### config.mk
export PLATFORM = sky130hd
export DESIGN_NAME = utf8_stream_validator_flat
export DESIGN_NICKNAME = d
export VERILOG_FILES = /design/src/rtl/utf8v_pkg.sv /design/src/rtl/utf8v_in_if.sv /design/src/rtl/utf8v_out_if.sv /design/src/rtl/utf8v_step.sv /design/src/rtl/utf8v_res_reg.sv /design/src/rtl/utf8_stream_validator.sv /design/src/flat_wrapper.sv
export SDC_FILE = /design/constraint.sdc
export NUM_CORES = 1
export LEC_CHECK = 0
export ABC_AREA = 1
export CAP_MARGIN = 20
export CORE_AREA = 10 10 71 73
export CTS_CLUSTER_SIZE = 28
export DETAILED_ROUTE_END_ITERATION = 10
export DIE_AREA = 0 0 81 83
export DONT_BUFFER_PORTS = 1
export MAX_ROUTING_LAYER = met4
export SYNTH_ARGS = -nofsm -noshare
export SYNTH_HDL_FRONTEND = slang
export SYNTH_SLANG_ARGS = --single-unit
### constraint.sdc
create_clock -name clk -period 3.9 [get_ports clk]
set_input_delay 1.17 -clock clk [delete_from_list [all_inputs] [get_ports clk]]
set_output_delay 1.17 -clock clk [all_outputs]
set_load 0.01 [all_outputs]
### src/rtl/utf8v_pkg.sv
// ----------------------------------------------------------------------------
// utf8v_pkg
// Shared types and byte constants for the UTF-8 stream validator.
// ----------------------------------------------------------------------------
`default_nettype none

package utf8v_pkg;

  localparam int unsigned PHASE_W = 4;

  localparam logic [PHASE_W-1:0] PH_LEAD     = 4'd0;
  localparam logic [PHASE_W-1:0] PH_LASTCONT = 4'd1;
  localparam logic [PHASE_W-1:0] PH_SECOND   = 4'd2;
  localparam logic [PHASE_W-1:0] PH_SURRCONT = 4'd3;
  localparam logic [PHASE_W-1:0] PH_FOURCONT = 4'd4;
  localparam logic [PHASE_W-1:0] PH_SURRED   = 4'd5;
  localparam logic [PHASE_W-1:0] PH_SURRLOW  = 4'd6;

  localparam logic [7:0] ASCII_MAX   = 8'd127;
  localparam logic [7:0] CONT_MAX    = 8'd191;
  localparam logic [7:0] BAD_LEAD    = 8'd247;
  localparam logic [7:0] TWO_MAX     = 8'd223;
  localparam logic [7:0] SURR_LEAD   = 8'd237;
  localparam logic [7:0] SURR_HI_MIN = 8'd160;
  localparam logic [7:0] SURR_HI_MAX = 8'd175;
  localparam logic [7:0] SURR_LO_MIN = 8'd176;
  localparam logic [7:0] THREE_MAX   = 8'd239;
  localparam logic [7:0] FOUR_MAX    = 8'd244;
  localparam logic [7:0] F4_CONT_MAX = 8'd143;

  typedef struct packed {
    logic               error_seen;
    logic [PHASE_W-1:0] phase;
    logic [7:0]         lead_value;
  } state_t;

  localparam state_t STATE_RESET = '{error_seen: 1'b0, phase: PH_LEAD, lead_value: 8'd0};

endpackage

`default_nettype wire

### src/rtl/utf8v_in_if.sv
// ----------------------------------------------------------------------------
// utf8v_in_if
// Byte request channel: one string byte with end and empty markers.
// ----------------------------------------------------------------------------
`default_nettype none

interface utf8v_in_if;
  logic       valid;
  logic       ready;
  logic [7:0] data_byte;
  logic       is_last;
  logic       no_byte;

  modport source (output valid, output data_byte, output is_last, output no_byte,
                  input ready);
  modport sink (input valid, input data_byte, input is_last, input no_byte,
                output ready);
endinterface

`default_nettype wire

### src/rtl/utf8v_out_if.sv
// ----------------------------------------------------------------------------
// utf8v_out_if
// Result request channel: pass flag for one finished string.
// ----------------------------------------------------------------------------
`default_nettype none

interface utf8v_out_if;
  logic valid;
  logic ready;
  logic valid_res;

  modport source (output valid, output valid_res, input ready);
  modport sink (input valid, input valid_res, output ready);
endinterface

`default_nettype wire

### src/rtl/utf8v_step.sv
// ----------------------------------------------------------------------------
// utf8v_step
// Next-state and end-of-string flag for one byte request.
// ----------------------------------------------------------------------------
`default_nettype none

module utf8v_step (
  input  var utf8v_pkg::state_t cur,
  input  wire logic [7:0]       data_byte,
  input  wire logic             is_last,
  input  wire logic             no_byte,
  output utf8v_pkg::state_t     nxt,
  output logic                  res
);

  utf8v_pkg::state_t upd;
  logic              is_cont;

  assign is_cont = (data_byte > utf8v_pkg::ASCII_MAX) && (data_byte <= utf8v_pkg::CONT_MAX);

  always_comb begin
    upd = cur;
    if (!no_byte && !cur.error_seen) begin
      case (cur.phase)
        utf8v_pkg::PH_LEAD: begin
          if (data_byte <= utf8v_pkg::ASCII_MAX) begin
            upd.phase = utf8v_pkg::PH_LEAD;
          end else if (data_byte >= utf8v_pkg::BAD_LEAD) begin
            upd.error_seen = 1'b1;
          end else if (data_byte <= utf8v_pkg::TWO_MAX) begin
            upd.phase = utf8v_pkg::PH_LASTCONT;
          end else begin
            upd.lead_value = data_byte;
            upd.phase      = utf8v_pkg::PH_SECOND;
          end
        end
        utf8v_pkg::PH_LASTCONT: begin
          if (is_cont) upd.phase = utf8v_pkg::PH_LEAD;
          else upd.error_seen = 1'b1;
        end
        utf8v_pkg::PH_SECOND: begin
          if (!is_cont) begin
            upd.error_seen = 1'b1;
          end else if (cur.lead_value == utf8v_pkg::SURR_LEAD &&
                       data_byte >= utf8v_pkg::SURR_HI_MIN) begin
            if (data_byte <= utf8v_pkg::SURR_HI_MAX) upd.phase = utf8v_pkg::PH_SURRCONT;
            else upd.error_seen = 1'b1;
          end else if (cur.lead_value > utf8v_pkg::THREE_MAX) begin
            if (cur.lead_value > utf8v_pkg::FOUR_MAX ||
                (cur.lead_value == utf8v_pkg::FOUR_MAX &&
                 data_byte > utf8v_pkg::F4_CONT_MAX)) begin
              upd.error_seen = 1'b1;
            end else begin
              upd.phase = utf8v_pkg::PH_FOURCONT;
            end
          end else begin
            upd.phase = utf8v_pkg::PH_LASTCONT;
          end
        end
        utf8v_pkg::PH_SURRCONT: begin
          if (is_cont) upd.phase = utf8v_pkg::PH_SURRED;
          else upd.error_seen = 1'b1;
        end
        utf8v_pkg::PH_FOURCONT: begin
          if (is_cont) upd.phase = utf8v_pkg::PH_LASTCONT;
          else upd.error_seen = 1'b1;
        end
        utf8v_pkg::PH_SURRED: begin
          if (data_byte == utf8v_pkg::SURR_LEAD) upd.phase = utf8v_pkg::PH_SURRLOW;
          else upd.error_seen = 1'b1;
        end
        utf8v_pkg::PH_SURRLOW: begin
          if (data_byte >= utf8v_pkg::SURR_LO_MIN && data_byte <= utf8v_pkg::CONT_MAX) begin
            upd.phase = utf8v_pkg::PH_LASTCONT;
          end else begin
            upd.error_seen = 1'b1;
          end
        end
        default: begin
          upd.error_seen = 1'b1;
        end
      endcase
    end
  end

  assign res = !upd.error_seen && (upd.phase == utf8v_pkg::PH_LEAD);
  assign nxt = is_last ? utf8v_pkg::STATE_RESET : upd;

endmodule

`default_nettype wire

### src/rtl/utf8v_res_reg.sv
// ----------------------------------------------------------------------------
// utf8v_res_reg
// Output register for the per-string pass flag.
// ----------------------------------------------------------------------------
`default_nettype none

module utf8v_res_reg (
  input  wire logic    clk,
  input  wire logic    rst,
  input  wire logic    load,
  input  wire logic    res_bit,
  output logic         free,
  utf8v_out_if.source  result
);

  logic valid;
  logic valid_res;

  assign free = !valid || result.ready;

  always_ff @(posedge clk) begin
    if (rst) begin
      valid <= 1'b0;
    end else if (free) begin
      valid <= load;
    end
  end

  always_ff @(posedge clk) begin
    if (free && load) begin
      valid_res <= res_bit;
    end
  end

  assign result.valid     = valid;
  assign result.valid_res = valid_res;

endmodule

`default_nettype wire

### src/rtl/utf8_stream_validator.sv
// ----------------------------------------------------------------------------
// utf8_stream_validator
// Streaming UTF-8 checker with one pass flag per string.
// ----------------------------------------------------------------------------
// Takes one byte request per clock, while no stalled result holds the byte
// channel, and returns one result per string, on the request marked is_last.
// Every byte goes through an input register, then the range compares and
// phase update, then the result register; with no stall the sustained rate
// is one request per cycle. A stalled result holds the byte
// channel only once the next is_last request reaches the input register; plain
// bytes ahead of that request keep flowing. An empty string is one request
// with no_byte and is_last both set.
`default_nettype none

module utf8_stream_validator (
  input  wire logic   clk,
  input  wire logic   rst,
  utf8v_in_if.sink    stream,
  utf8v_out_if.source result
);

  logic              s1_valid;
  logic [7:0]        s1_byte;
  logic              s1_last;
  logic              s1_none;
  logic              s1_consume;
  logic              out_free;
  logic              step_res;
  utf8v_pkg::state_t state;
  utf8v_pkg::state_t state_next;

  assign s1_consume   = s1_valid && (!s1_last || out_free);
  assign stream.ready = !s1_valid || s1_consume;

  always_ff @(posedge clk) begin
    if (rst) begin
      s1_valid <= 1'b0;
    end else if (stream.ready) begin
      s1_valid <= stream.valid;
    end
  end

  always_ff @(posedge clk) begin
    if (stream.ready && stream.valid) begin
      s1_byte <= stream.data_byte;
      s1_last <= stream.is_last;
      s1_none <= stream.no_byte;
    end
  end

  utf8v_step u_step (
    .cur       (state),
    .data_byte (s1_byte),
    .is_last   (s1_last),
    .no_byte   (s1_none),
    .nxt       (state_next),
    .res       (step_res)
  );

  always_ff @(posedge clk) begin
    if (rst) begin
      state <= utf8v_pkg::STATE_RESET;
    end else if (s1_consume) begin
      state <= state_next;
    end
  end

  utf8v_res_reg u_res_reg (
    .clk     (clk),
    .rst     (rst),
    .load    (s1_consume && s1_last),
    .res_bit (step_res),
    .free    (out_free),
    .result  (result)
  );

  a_ready_when_empty: assert property (@(posedge clk) disable iff (rst)
    !s1_valid |-> stream.ready)
    else $error("input stage empty but not ready");

  a_end_clears_state: assert property (@(posedge clk) disable iff (rst)
    s1_consume && s1_last |=> state.phase == utf8v_pkg::PH_LEAD && !state.error_seen)
    else $error("state not cleared after end of string");

  a_result_from_last: assert property (@(posedge clk) disable iff (rst)
    $rose(result.valid) |-> $past(s1_valid && s1_last))
    else $error("result raised without an end-of-string request");

  a_error_latched: assert property (@(posedge clk) disable iff (rst)
    state.error_seen && !(s1_consume && s1_last) |=> state.error_seen)
    else $error("error flag dropped inside a string");

endmodule

`default_nettype wire

### src/flat_wrapper.sv
// flat-port wrapper written by rule: the top's interface ports become plain ports
module utf8_stream_validator_flat 
  (clk, rst, stream_valid, stream_data_byte, stream_is_last, stream_no_byte, stream_ready, result_valid, result_valid_res, result_ready);
  utf8v_in_if stream_i ();
  utf8v_out_if result_i ();
  input  wire logic clk;
  input  wire logic rst;
  input wire logic [$bits(stream_i.valid)-1:0] stream_valid;
  input wire logic [$bits(stream_i.data_byte)-1:0] stream_data_byte;
  input wire logic [$bits(stream_i.is_last)-1:0] stream_is_last;
  input wire logic [$bits(stream_i.no_byte)-1:0] stream_no_byte;
  output wire logic [$bits(stream_i.ready)-1:0] stream_ready;
  output wire logic [$bits(result_i.valid)-1:0] result_valid;
  output wire logic [$bits(result_i.valid_res)-1:0] result_valid_res;
  input wire logic [$bits(result_i.ready)-1:0] result_ready;
  assign stream_i.valid = stream_valid;
  assign stream_i.data_byte = stream_data_byte;
  assign stream_i.is_last = stream_is_last;
  assign stream_i.no_byte = stream_no_byte;
  assign stream_ready = stream_i.ready;
  assign result_valid = result_i.valid;
  assign result_valid_res = result_i.valid_res;
  assign result_i.ready = result_ready;
  utf8_stream_validator u_core (.clk(clk), .rst(rst), .stream(stream_i), .result(result_i));
endmodule
* After elaboration in Yosys (flattened, before gate mapping)
Index checks and enable logic that the tools add are counted.
** Cells by class
- Reductions and logical operators :: 26
- Order comparisons :: 11
- Equality and inequality tests :: 12
- Muxes and demuxes :: 29
** Operator list (count)
- $mux 4 :: 10
- $pmux 4 s7 :: 1
- $mux 13 :: 2
- $eq 8x8->1 const B :: 3
- $ge 8x8->1 const B :: 3
- $gt 8x8->1 const B :: 3
- $le 8x8->1 const B :: 3
- $mux 8 :: 3
- $eq 4x3->1 const B :: 3
- $mux 12 :: 1
- $logic_and 1x1->1 :: 10
- $mux 1 :: 9
- $eq 4x2->1 const B :: 2
- $gt 8x7->1 const B :: 1
- $le 8x7->1 const B :: 1
- $logic_not 4->1 :: 2
- $logic_not 1->1 :: 6
- $ne 2x1->1 const B :: 3
- $reduce_and 6->1 :: 1
- $mux 5 :: 1
- $pmux 1 s5 :: 1
- $eq 4x1->1 const B :: 1
- $logic_or 1x1->1 :: 4
- $reduce_bool 2->1 :: 2
- other kinds (2) :: 2
** Word-level totals
- Word-level logic and storage cells :: 87
- Output and inout bits :: 3
- Flip-flop bits (word level) :: 26

* Depth between registers and ports, before layout
Gate-level depths: netlist (run 1).
- Depth in word-level cells :: 11
- Depth in mapped cells :: 14
- Gate-level depth less buffers :: 14

* Cells and area by module
From an unflattened synthesis (run 1), not the netlist that was laid out.
** Unflattened totals
- Cell total of the unflattened synthesis :: 275
- Area total of the unflattened synthesis :: 1840.5 um^2
** Modules (own cells, without submodules)
- utf8_stream_validator :: instances 1, cells an instance 105, sequential area each 580.6 um^2, area each 1001.0 um^2
- utf8v_step :: instances 1, cells an instance 163, sequential area each 0.0 um^2, area each 762.0 um^2
- utf8v_res_reg :: instances 1, cells an instance 7, sequential area each 50.0 um^2, area each 77.6 um^2

* Worst setup path before layout (run 1)
Ideal clock, no wire load.
- Path type :: input port to output port
- From :: in result_ready
- To :: out stream_ready
- Arrival time :: 1.467 ns
- Setup slack :: 1.263 ns
- Path buffers :: 0
- Stages :: 2
- Cells stage by stage :: nor2_1 -> nand3_1
** On the way
- Longest elaborated chain between the ends :: 4
** RTL lines
- start: declaration :: line flat_wrapper.sv:15 : input wire logic [$bits(result_i.ready)-1:0] result_ready;
- $logic_or 1x1->1 :: line utf8v_res_reg.sv:19 : assign free = !valid || result.ready;
- $logic_or 1x1->1 :: line utf8_stream_validator.sv:32 : assign s1_consume = s1_valid && (!s1_last || out_free);
- $logic_and 1x1->1 :: line utf8_stream_validator.sv:32
- $logic_or 1x1->1 :: line utf8_stream_validator.sv:33 : assign stream.ready = !s1_valid || s1_consume;
- end: declaration :: line flat_wrapper.sv:12 : output wire logic [$bits(stream_i.ready)-1:0] stream_ready;
No other way between the ends.

* Worst setup path after layout (run 1)
Ends and elaborated chain as after synthesis.

==> results of run 1 <==
==> registers in the layout, indices dropped and copies added, names as in the netlist <==
signal,count
u_core.u_res_reg.result.valid,1
u_core.s1_byte,8
u_core.u_res_reg.result.valid_res,1
u_core.s1_last,1
u_core.state,13
u_core.s1_none,1
u_core.s1_valid,1
==> layer usage <==
metal | track usage (%) | vias to the layer above
met4 | 5.32 | 0
met2 | 15.9 | 33
met3 | 1.83 | 6
met1 | 13.1 | 558
met5 | - | -
li1 | - | 706
==> cell usage in the layout, fill, tap and decap left out <==
cell,Yosys,routed
a21oi_2,1,1
clkbuf_1,0,1
nor3_2,1,1
o21ai_1,10,10
nor2_1,31,31
a211oi_1,1,1
nor2_2,5,5
nor2_4,1,1
inv_1,27,27
edfxtp_1,11,11
a21oi_1,11,11
nand4_1,3,3
clkbuf_8,0,3
and2_1,1,1
inv_2,2,2
o21ai_2,1,1
o21ai_0,2,2
nand2_4,1,1
nand3b_1,2,2
dfxtp_1,15,15
inv_4,1,1
nor3_1,5,5
nand2_1,64,64
nand3_1,14,14
a22oi_1,1,1
a31oi_1,1,1
nand2_2,5,5
nand3_2,1,1
==> area by class of cell <==
class,count,share of cell area (%)
Clock buffer,4,2.81
Inverter,30,7.19
Multi-Input combinational cell,162,46.9
Sequential cell,26,39.4
Tap cell,48,3.75
==> Yosys cell counts, types with 2 or more instances <==
cell type,instances
edfxtp_1,11
nand4_1,3
o21ai_1,10
nand2_2,5
nor2_1,31
inv_1,27
o21ai_0,2
a21oi_1,11
dfxtp_1,15
nor2_2,5
nand3b_1,2
inv_2,2
buf_6,2
nor3_1,5
nand2_1,64
nand3_1,14
==> through the flow <==
stage               util [%]  area, sq um  total power, mW
floorplan                  -         1520            0.356
global placement        42.8         1560            0.369
detailed placement      42.8         1560            0.369
CTS                     44.1         1600            0.518
global route            44.1         1600            0.541
finish                  44.1         1600            0.510
==> power breakdown <==
| part | internal (mW) | total [mW] | switching, mW | leakage, nW |
|---|---|---|---|---|
| combinational | 0.0176 | 0.0534 | 0.0357 | 0.475 |
| clock | 0.0729 | 0.147 | 0.0746 | 0.0228 |
| sequential | 0.297 | 0.309 | 0.0118 | 0.229 |
==> cell families after synthesis <==
family,count (synthesis)
DFF,26
AOI/OAI and AO/OA,28
and+or+nand+nor,134
buffers and inverters,32
==> how the worst max path moves through the flow <==
stage | end | cells after the start | slack (ns) | startpoint
6_report | stream_ready | 2 | 1.23 | result_ready
5_1_grt | stream_ready | 2 | 1.16 | result_ready
3_3_place_gp | stream_ready | 2 | 1.21 | result_ready
4_1_cts | stream_ready | 2 | 1.22 | result_ready
3_5_place_dp | stream_ready | 2 | 1.21 | result_ready
2_1_floorplan | stream_ready | 2 | 1.26 | result_ready
==> impl_results.md, run 1 <==
- Die W: 81 um
- Avg Synthesized Cell Area: 6.90 sq um
- CTS tree: built
- Starting DRT DRC Count: 104
- Worst-path fanout max: 3
- CP arrival: 1.50 ns
- Max clock buf depth: 2
- Share of layout cells above drive strength 1: 9.91%
- Compound-Gate Fraction of Synth Area: 10.1%
- Post-Place Cells: 266
- Fmax: 0.374 GHz
- Worst Hold Class: flop to flop
- Required time at the worst-slack endpoint: 2.73 ns
- Setup bufs post-CTS: 0
- DR vias: 1,303
- Cts bufs inserted: 3
- Total GRT Usage: 10.6%
- Routed vias/inst: 4.83
- Area of the multi-input gates: 751 sq um
- Area of the die: 0.00672 sq mm
- Post-Syn Instances: 220
- Top Metal Used: met4
- Clk_skew: 0.00251 ns
- R2R setup slack: 2.19 ns
- Die H: 83 um
- Minimum clock period: 2.67 ns
- Max-cap viol count: 0
- Unrepaired setup endpoints after global routing: no
- DR WL met3: 94 um
- Dpl ws: 1.21 ns
- # port buffers: 0
- Cell count of the worst reg-to-reg path: 8
- Final nets: 237
- Hold depth: 2
- Post-Syn Area: 0.00152 sq mm
- Startpoint Class: primary input
- Core box area: 0.00363 sq mm
- Initial antenna violation count: 0
- Top FF cell, synth: dfxtp_1
- Register cell area after layout: 631 sq um
- Area contributors post-synth: edfxtp_1 (22%), dfxtp_1 (20%), nand2_1 (16%)
- Root buf cell: clkbuf_8
- Max-slew violations: 0
- Synth area leader: edfxtp_1
- Wl on met1: 1.62 mm
- Detailed-route wire length: 3.22 mm
- Fin Hold WS: 0.520 ns
- Met2 wire length: 1.44 mm
- DR WL/cell: 11.9 um
- Hold wc startpoint: u_core.state[5]$_SDFFE_PP0P_
- DRT Pass-1 Iters: 4
- Worst r2r src: u_core.state[8]$_SDFFE_PP0P_
- CP max-delay cell: nand3_1
- Fillers: 380
- Status: complete, no violations
- Row Count: 22
- CTS Hold Bufs: 0
- Critical path's top delay family: simple AND/OR/NAND/NOR gates
- Grt ovf: 0
- Pwr/cell area: 318 mW/mm^2
- Worst setup margin: 1.23 ns
- Max incr delay on CP: 0.19 ns
- Cell Chain, Critical Path: nor2_1 > nand3_1
- Multiplexer share of the synthesized area: 0%
- Layout area overhead: 5.44%
- Reg clk slew, reported paths: 0.08 ns
- Synth cell types: 27
- Final Cycle Share: 68.6%
- Synth Area in XOR/XNOR: 0%
- Post-synthesis sequential area ratio: 41.5%
- Drc violations: 0
- Sinks on Clock Net: 26
- Placer Congestion: 0.888
- Largest family of logic cells by synthesized area: simple AND/OR/NAND/NOR gates
- Max_slew headroom: 76.4%
- Initial core utilization: 41.8%
- Post-DP HPWL: 2.62 mm
- Syn nets: 234
- Final setup fails: 0
- CP Buf/Inv Count: 0
- Max rail drop VDD: 232 uV
- Hold Vio Cnt, Final: 0
- N_diodes: 0
- Top Ports: 17
- Top-area cell type share of the netlist area: 21.7%
- Worst Setup End Kind: output pin
- Number of synthesized flops with an enable pin: 11
- First-pass GRT wire length: 5.76 mm
- Synth async-reset ratio: 0%
- Synth warn: 0
- RR Endpoint: u_core.state[4]$_SDFFE_PP0P_
- Largest net degree at the start of global routing: 15
- Least-Margin Pin Slew: 0.353 ns
- Post-CTS sizing: 0
- Setup tns final: 0 ns
- Simple-gate share of the synthesized area: 39.3%
- Fin cells: 270
- Vias in the first global route: 1,313
- Clk_lat worst skew: 0.26 ns
- H-Tree Depth: 1
- Endpoint, Worst Hold: u_core.state[5]$_SDFFE_PP0P_
- Seq cells post-synth: 26
- Worst Path Class, Setup: primary input to output pin
- Adder-Cell Fraction of Synth Area: 0%
- Antenna viol nets, final: 0
- Pleak: 0.727 nW
Power figures use the tool's default switching activity.
==> inputs of run 2 (changes only) <==
==> constraint.sdc (replaced) <==
create_clock -name clk -period 2.19 [get_ports clk]
set_input_delay 0.657 -clock clk [delete_from_list [all_inputs] [get_ports clk]]
set_output_delay 0.657 -clock clk [all_outputs]
set_load 0.01 [all_outputs]
==> impl_results.md, run 2 (synthesis gave the netlist of run 1 again) <==
- Cts bufs inserted: 3
- Area of the die: 0.00672 sq mm
- Unrepaired setup endpoints after global routing: no
- Finished Core Util: 44.1%
- Required time at the worst-slack endpoint: 1.53 ns
- Share of layout cells above drive strength 1: 9.91%
- Core box area: 0.00363 sq mm
- Clk_lat worst skew: 0.27 ns
- Initial core utilization: 41.8%
- H-Tree Depth: 1
- Antenna viol nets, final: 0
- Register name with the most flops: u_core.state
- Most common cell after layout, fill and taps aside: nand2_1
- Least-Margin Pin Slew: 0.353 ns
- Layout area overhead: 5.44%
- Drc violations: 0
- Clock power share: 30.0%
- CP arrival: 1.07 ns
- Max_slew headroom: 76.4%
- Post-DP HPWL: 2.75 mm
- DR vias: 1,336
- Placer Congestion: 0.981
- Largest regs: u_core.state x13, u_core.s1_byte x8
- Post-Place Cells: 266
- Die W: 81 um
- CTS Hold Bufs: 0
- # port buffers: 0
- Clk_skew: 0.00335 ns
- Detailed-route wire length: 3.36 mm
- Starting DRT DRC Count: 67
- Final nets: 237
- CTS tree: built
- Root buf cell: clkbuf_8
- Routed vias/inst: 4.95
- Worst-path fanout max: 3
- Hold Vio Cnt, Final: 0
- Sinks on Clock Net: 26
- First-pass GRT wire length: 5.72 mm
- Max-slew violations: 0
- Initial antenna violation count: 0
- Die H: 83 um
- Minimum clock period: 1.72 ns
- Area of the multi-input gates: 751 sq um
- Final Cycle Share: 78.8%
- Sw Share: 25.2%
- Switch Pwr: 0.233 mW
- Pwr/cell area: 576 mW/mm^2
- Register cell area after layout: 631 sq um
- Setup bufs post-CTS: 0
- Startpoint Class: flop
- Proportion of power drawn by flip-flops and latches: 59.6%
- Fillers: 402
- Internal power: 0.691 mW
- Fin cells: 270
- Max reg flops: 13
- Post-CTS sizing: 0
- Reg clk slew, reported paths: 0.09 ns
- N_diodes: 0
- Largest net degree at the start of global routing: 15
- Final setup fails: 0
- DRT Pass-1 Iters: 4
- Max-cap viol count: 0
- Worst Hold Class: primary input to flop
- Max rail drop VDD: 307 uV
- Total GRT Usage: 10.7%
- Status: complete, no violations
- Setup tns final: 0 ns
- Vias in the first global route: 1,306
- Fmax: 0.580 GHz
- Worst Path Class, Setup: flop to output pin
- Grt ovf: 0
- Fin Hold WS: 0.441 ns
- DR WL/cell: 12.5 um
- Row Count: 22
- Most frequent cells in the layout: nand2_1 (64), nor2_1 (31), inv_1 (27)
- Logic pwr share: 10.4%
- Max clock buf depth: 2
- Pleak: 0.727 nW
- Top Ports: 17
- Worst Setup End Kind: output pin
## run 2: cell counts in the layout (fill, tap and decap cells not counted)
Identical to the previous run, type by type.
## run 2: power by group through the flow
stage               clock (mW)  sequential [mW]  combinational, mW
floorplan                    0            0.554             0.0802
global placement             0            0.562             0.0967
detailed placement           0            0.562             0.0961
CTS                      0.280            0.550             0.0964
global route             0.299            0.554              0.112
finish                   0.277            0.550             0.0961
## run 2: path summary, 6_finish.rpt
| check | from | end | slack [ns] | cells past startpoint |
|---|---|---|---|---|
| setup / recovery | u_core.u_res_reg.result.valid$_SDFFE_PP0P_ | stream_ready | 0.47 | 3 |
| hold / removal | rst | u_core.s1_valid$_SDFFE_PP0N_ | 0.44 | 1 |
| setup reg to reg | u_core.s1_byte[7]$_DFFE_PP_ | u_core.u_res_reg.result.valid_res$_DFFE_PP_ | 0.49 | 12 |
| hold reg to reg | u_core.state[5]$_SDFFE_PP0P_ | u_core.state[5]$_SDFFE_PP0P_ | 0.53 | 2 |
## run 2: cell type report
type / count / share of cell area, %
inverters: 30 / 7.19
clock buffers: 4 / 2.81
well taps: 48 / 3.75
flip-flops and latches: 26 / 39.4
multi-input cells: 162 / 46.9
## run 2: metal layers
| metal | routed length, um | vias to the layer above | global-route usage, % |
|---|---|---|---|
| li1 | - | 709 | - |
| met1 | 1760 | 596 | 13.8 |
| met2 | 1450 | 22 | 15.6 |
| met3 | 59 | 9 | 1.29 |
| met4 | 99 | 0 | 5.48 |
| met5 | 0 | - | - |
## run 2: critical path, stage by stage (launching register included)
cell     delay, ns
dfxtp_1       0.39
inv_1         0.05
nor2_1        0.15
nand3_1       0.21
## run 2: stage by stage
stage | setup WS (ns) | power (mW) | cell area (sq um)
after detailed placement | 0.399 | 0.658 | 1560
after global routing | 0.312 | 0.965 | 1600
final | 0.465 | 0.923 | 1600
after CTS | 0.457 | 0.927 | 1600
after global placement | 0.402 | 0.659 | 1560
after floorplan | 0.579 | 0.635 | 1520
==> inputs of run 3 (changes only) <==
--- a/config.mk
+++ b/config.mk
@@ -5,12 +5,12 @@
 export SDC_FILE = /design/constraint.sdc
 export NUM_CORES = 1
 export LEC_CHECK = 0
-export ABC_AREA = 1
+export ABC_AREA = 0
 export CAP_MARGIN = 20
-export CORE_AREA = 10 10 71 73
+export CORE_AREA = 10 10 68 70
 export CTS_CLUSTER_SIZE = 28
 export DETAILED_ROUTE_END_ITERATION = 10
-export DIE_AREA = 0 0 81 83
+export DIE_AREA = 0 0 78 80
 export DONT_BUFFER_PORTS = 1
 export MAX_ROUTING_LAYER = met4
 export SYNTH_ARGS = -nofsm -noshare
==> constraint.sdc (replaced) <==
create_clock -name clk -period 1.4 [get_ports clk]
set_input_delay 0.42 -clock clk [delete_from_list [all_inputs] [get_ports clk]]
set_output_delay 0.42 -clock clk [all_outputs]
set_load 0.01 [all_outputs]
==> impl_results.md, run 3 <==
- Seq cells post-synth: 26
- Unrepaired setup endpoints after global routing: yes
- Starting DRT DRC Count: 99
- Commonest cells in the netlist: dfxtp_1 (15), nand2_1 (13), edfxtp_1 (11)
- Post-synthesis sequential area ratio: 45.6%
- Post-Syn Area: 0.00138 sq mm
- Synth Area in XOR/XNOR: 0%
- Synth area leader: edfxtp_1
- Drc violations: 0
- Crit path top cell by count: buf_4
- Hold depth: 1
- Area of the multi-input gates: 818 sq um
- Minimum clock period: 1.92 ns
- Max clock buf depth: 2
- Top-area cell type share of the netlist area: 23.9%
- Fillers: 262
- Post-DP HPWL: 2.64 mm
- Share of layout cells above drive strength 1: 41.1%
- Hold wc startpoint: rst
- Compound-Gate Fraction of Synth Area: 23.7%
- Sinks on Clock Net: 26
- Worst setup margin: -0.521 ns
- Top Ports: 17
- Max incr delay on CP: 0.44 ns
- Reg clk slew, reported paths: 0.13 ns
- Required time at the worst-slack endpoint: 1.47 ns
- Final Cycle Share: 137%
- Finished Core Util: 59.4%
- # port buffers: 0
- Row Count: 21
- Startpoint Class: flop
- Cts bufs inserted: 3
- CP max-delay cell: edfxtp_1
- Cell count of the worst reg-to-reg path: 9
- Least-Margin Pin Slew: 0.363 ns
- Clk_lat worst skew: 0.30 ns
- Register name with the most flops: u_core.state
- Layout area overhead: 41.0%
- Initial core utilization: 42.1%
- Final setup fails: 14
- Pleak: 0.750 nW
- CTS tree: built
- Top FF cell, synth: dfxtp_1
- Max rail drop VDD: 671 uV
- Area of the die: 0.00624 sq mm
- CP Buf/Inv Count: 3
- Root buf cell: clkbuf_4
- Total power: 1.45 mW
- CTS Hold Bufs: 0
- Top-count cell post-synth: dfxtp_1
- Adder-Cell Fraction of Synth Area: 0%
- Cell Chain, Critical Path: buf_4 > buf_4 > nand4b_1 > buf_4 > nor3b_2 > nor3_1 > o21ai_1 > a31oi_2 > nor3_2
- Placer Congestion: 0.953
- Most common cell after layout, fill and taps aside: buf_4
- Largest regs: u_core.state x13, u_core.s1_byte x8
- Avg Synthesized Cell Area: 9.22 sq um
- Post-Place Cells: 220
- Largest family of logic cells by synthesized area: simple AND/OR/NAND/NOR gates
- Core box area: 0.00328 sq mm
- Number of synthesized flops with an enable pin: 11
- DRT Pass-1 Iters: 4
- Initial antenna violation count: 0
- Post-Syn Instances: 150
- CP arrival: 1.99 ns
- Fmax: 0.521 GHz
- N_diodes: 0
- Worst Hold Class: primary input to flop
- Worst Path Class, Setup: flop to flop
- Hold Vio Cnt, Final: 0
- Synth warn: 0
- Endpoint, Worst Hold: u_core.u_res_reg.result.valid$_SDFFE_PP0P_
- Clk_skew: 0.00506 ns
- Dpl ws: -0.477 ns
- Max reg flops: 13
- Max-slew violations: 0
- Synth cell types: 45
- Largest net degree at the start of global routing: 15
- Vias in the first global route: 1,292
- Fin cells: 238
- Most frequent cells in the layout: buf_4 (38), nand2_1 (13), dfxtp_1 (12)
- Worst r2r src: u_core.s1_byte[4]$_DFFE_PP_
- Max_slew headroom: 75.5%
- DR vias: 1,341
- Critical path's top delay family: buffers and inverters
- Status: finished, violations left
- R2R setup slack: -0.52 ns
- Routed vias/inst: 5.63
- Register cell area after layout: 634 sq um
- Die H: 80 um
- Detailed-route wire length: 3.65 mm
- Simple-gate share of the synthesized area: 26.2%
- Pwr/cell area: 743 mW/mm^2
- Syn nets: 164
- H-Tree Depth: 1
- Die W: 78 um
- Total GRT Usage: 11.5%
- First-pass GRT wire length: 5.84 mm
- Multiplexer share of the synthesized area: 0%
- Failing checks: setup timing
- DR WL/cell: 15.3 um
- Worst Setup End Kind: flop
- Worst-path fanout max: 6
- Grt ovf: 0
- RR Endpoint: u_core.u_res_reg.result.valid_res$_DFFE_PP_
- Final nets: 207
- Antenna viol nets, final: 0
- Synth async-reset ratio: 0%
- Max-cap viol count: 0
- Area contributors post-synth: edfxtp_1 (24%), dfxtp_1 (22%), nand2_1 (3.5%)
run 3: cell types whose count changed after synthesis, moves of 5 or more:
cell,delta
clkbuf_1,+8
inv_1,-23
nand2_1,-51
nand2_2,-5
nand2b_1,+7
nand3_1,-5
nor2_1,-24
nor2_2,-5
nor2b_1,+5
o21a_1,+5
o21ai_0,+6
o21ai_1,-10
run 3: stage by stage:
step | hold slack [ns] | TNS, ns | cell area [sq um]
floorplan | 0.432 | -2.76 | 1390
global placement | 0.439 | -3.26 | 1660
detailed placement | 0.450 | -3.23 | 1660
CTS | 0.138 | -3.84 | 1850
global route | 0.137 | -4.81 | 1950
finish | 0.161 | -3.49 | 1950
run 3: metal layers:
metal / GRT usage, % / vias up / part of all wire, %
met5: - / - / 0
met4: 3.05 / 0 / 1.2
met3: 1.69 / 4 / 4.7
met2: 20.5 / 42 / 52
met1: 13.2 / 645 / 43
li1: - / 650 / -
run 3: timing repair:
action                                  in CTS  in global routing
resized for setup                           28                 15
pin swaps                                    9                  9
endpoints found under the setup margin      14                 25
cloned                                       1                  0
setup buffers                                9                  4
run 3: how the worst max path moves through the flow:
stage	slack, ns	depth (start not counted)	startpoint	endpoint
2_1_floorplan	-0.43	7	u_core.state[11]$_SDFFE_PP0P_	u_core.u_res_reg.result.valid_res$_DFFE_PP_
3_3_place_gp	-0.47	6	u_core.s1_byte[4]$_DFFE_PP_	u_core.u_res_reg.result.valid_res$_DFFE_PP_
3_5_place_dp	-0.48	6	u_core.s1_byte[6]$_DFFE_PP_	u_core.u_res_reg.result.valid_res$_DFFE_PP_
4_1_cts	-0.51	6	u_core.s1_none$_DFFE_PP_	u_core.u_res_reg.result.valid_res$_DFFE_PP_
5_1_grt	-0.61	9	u_core.s1_byte[6]$_DFFE_PP_	u_core.u_res_reg.result.valid_res$_DFFE_PP_
6_report	-0.52	9	u_core.s1_byte[4]$_DFFE_PP_	u_core.u_res_reg.result.valid_res$_DFFE_PP_
run 3: logic make-up after synthesis:
| kind of cell | Yosys count |
|---|---|
| DFF | 26 |
| and+or+nand+nor | 65 |
| AOI/OAI and AO/OA | 45 |
| buffers and inverters | 14 |
run 3: layout make-up:
type / count / area share, %
clock buffers: 4 / 1.35
inverters: 4 / 0.770
multi-input cells: 110 / 42.0
flip-flops and latches: 26 / 32.5
well taps: 46 / 2.95
repair buffers: 48 / 20.4
run 3: power by group:
part	leakage [nW]	switching [mW]	internal [mW]	total [mW]
sequential	0.231	0.0208	0.825	0.846
combinational	0.504	0.138	0.155	0.293
clock	0.0150	0.198	0.111	0.309
total	0.750	0.357	1.09	1.45
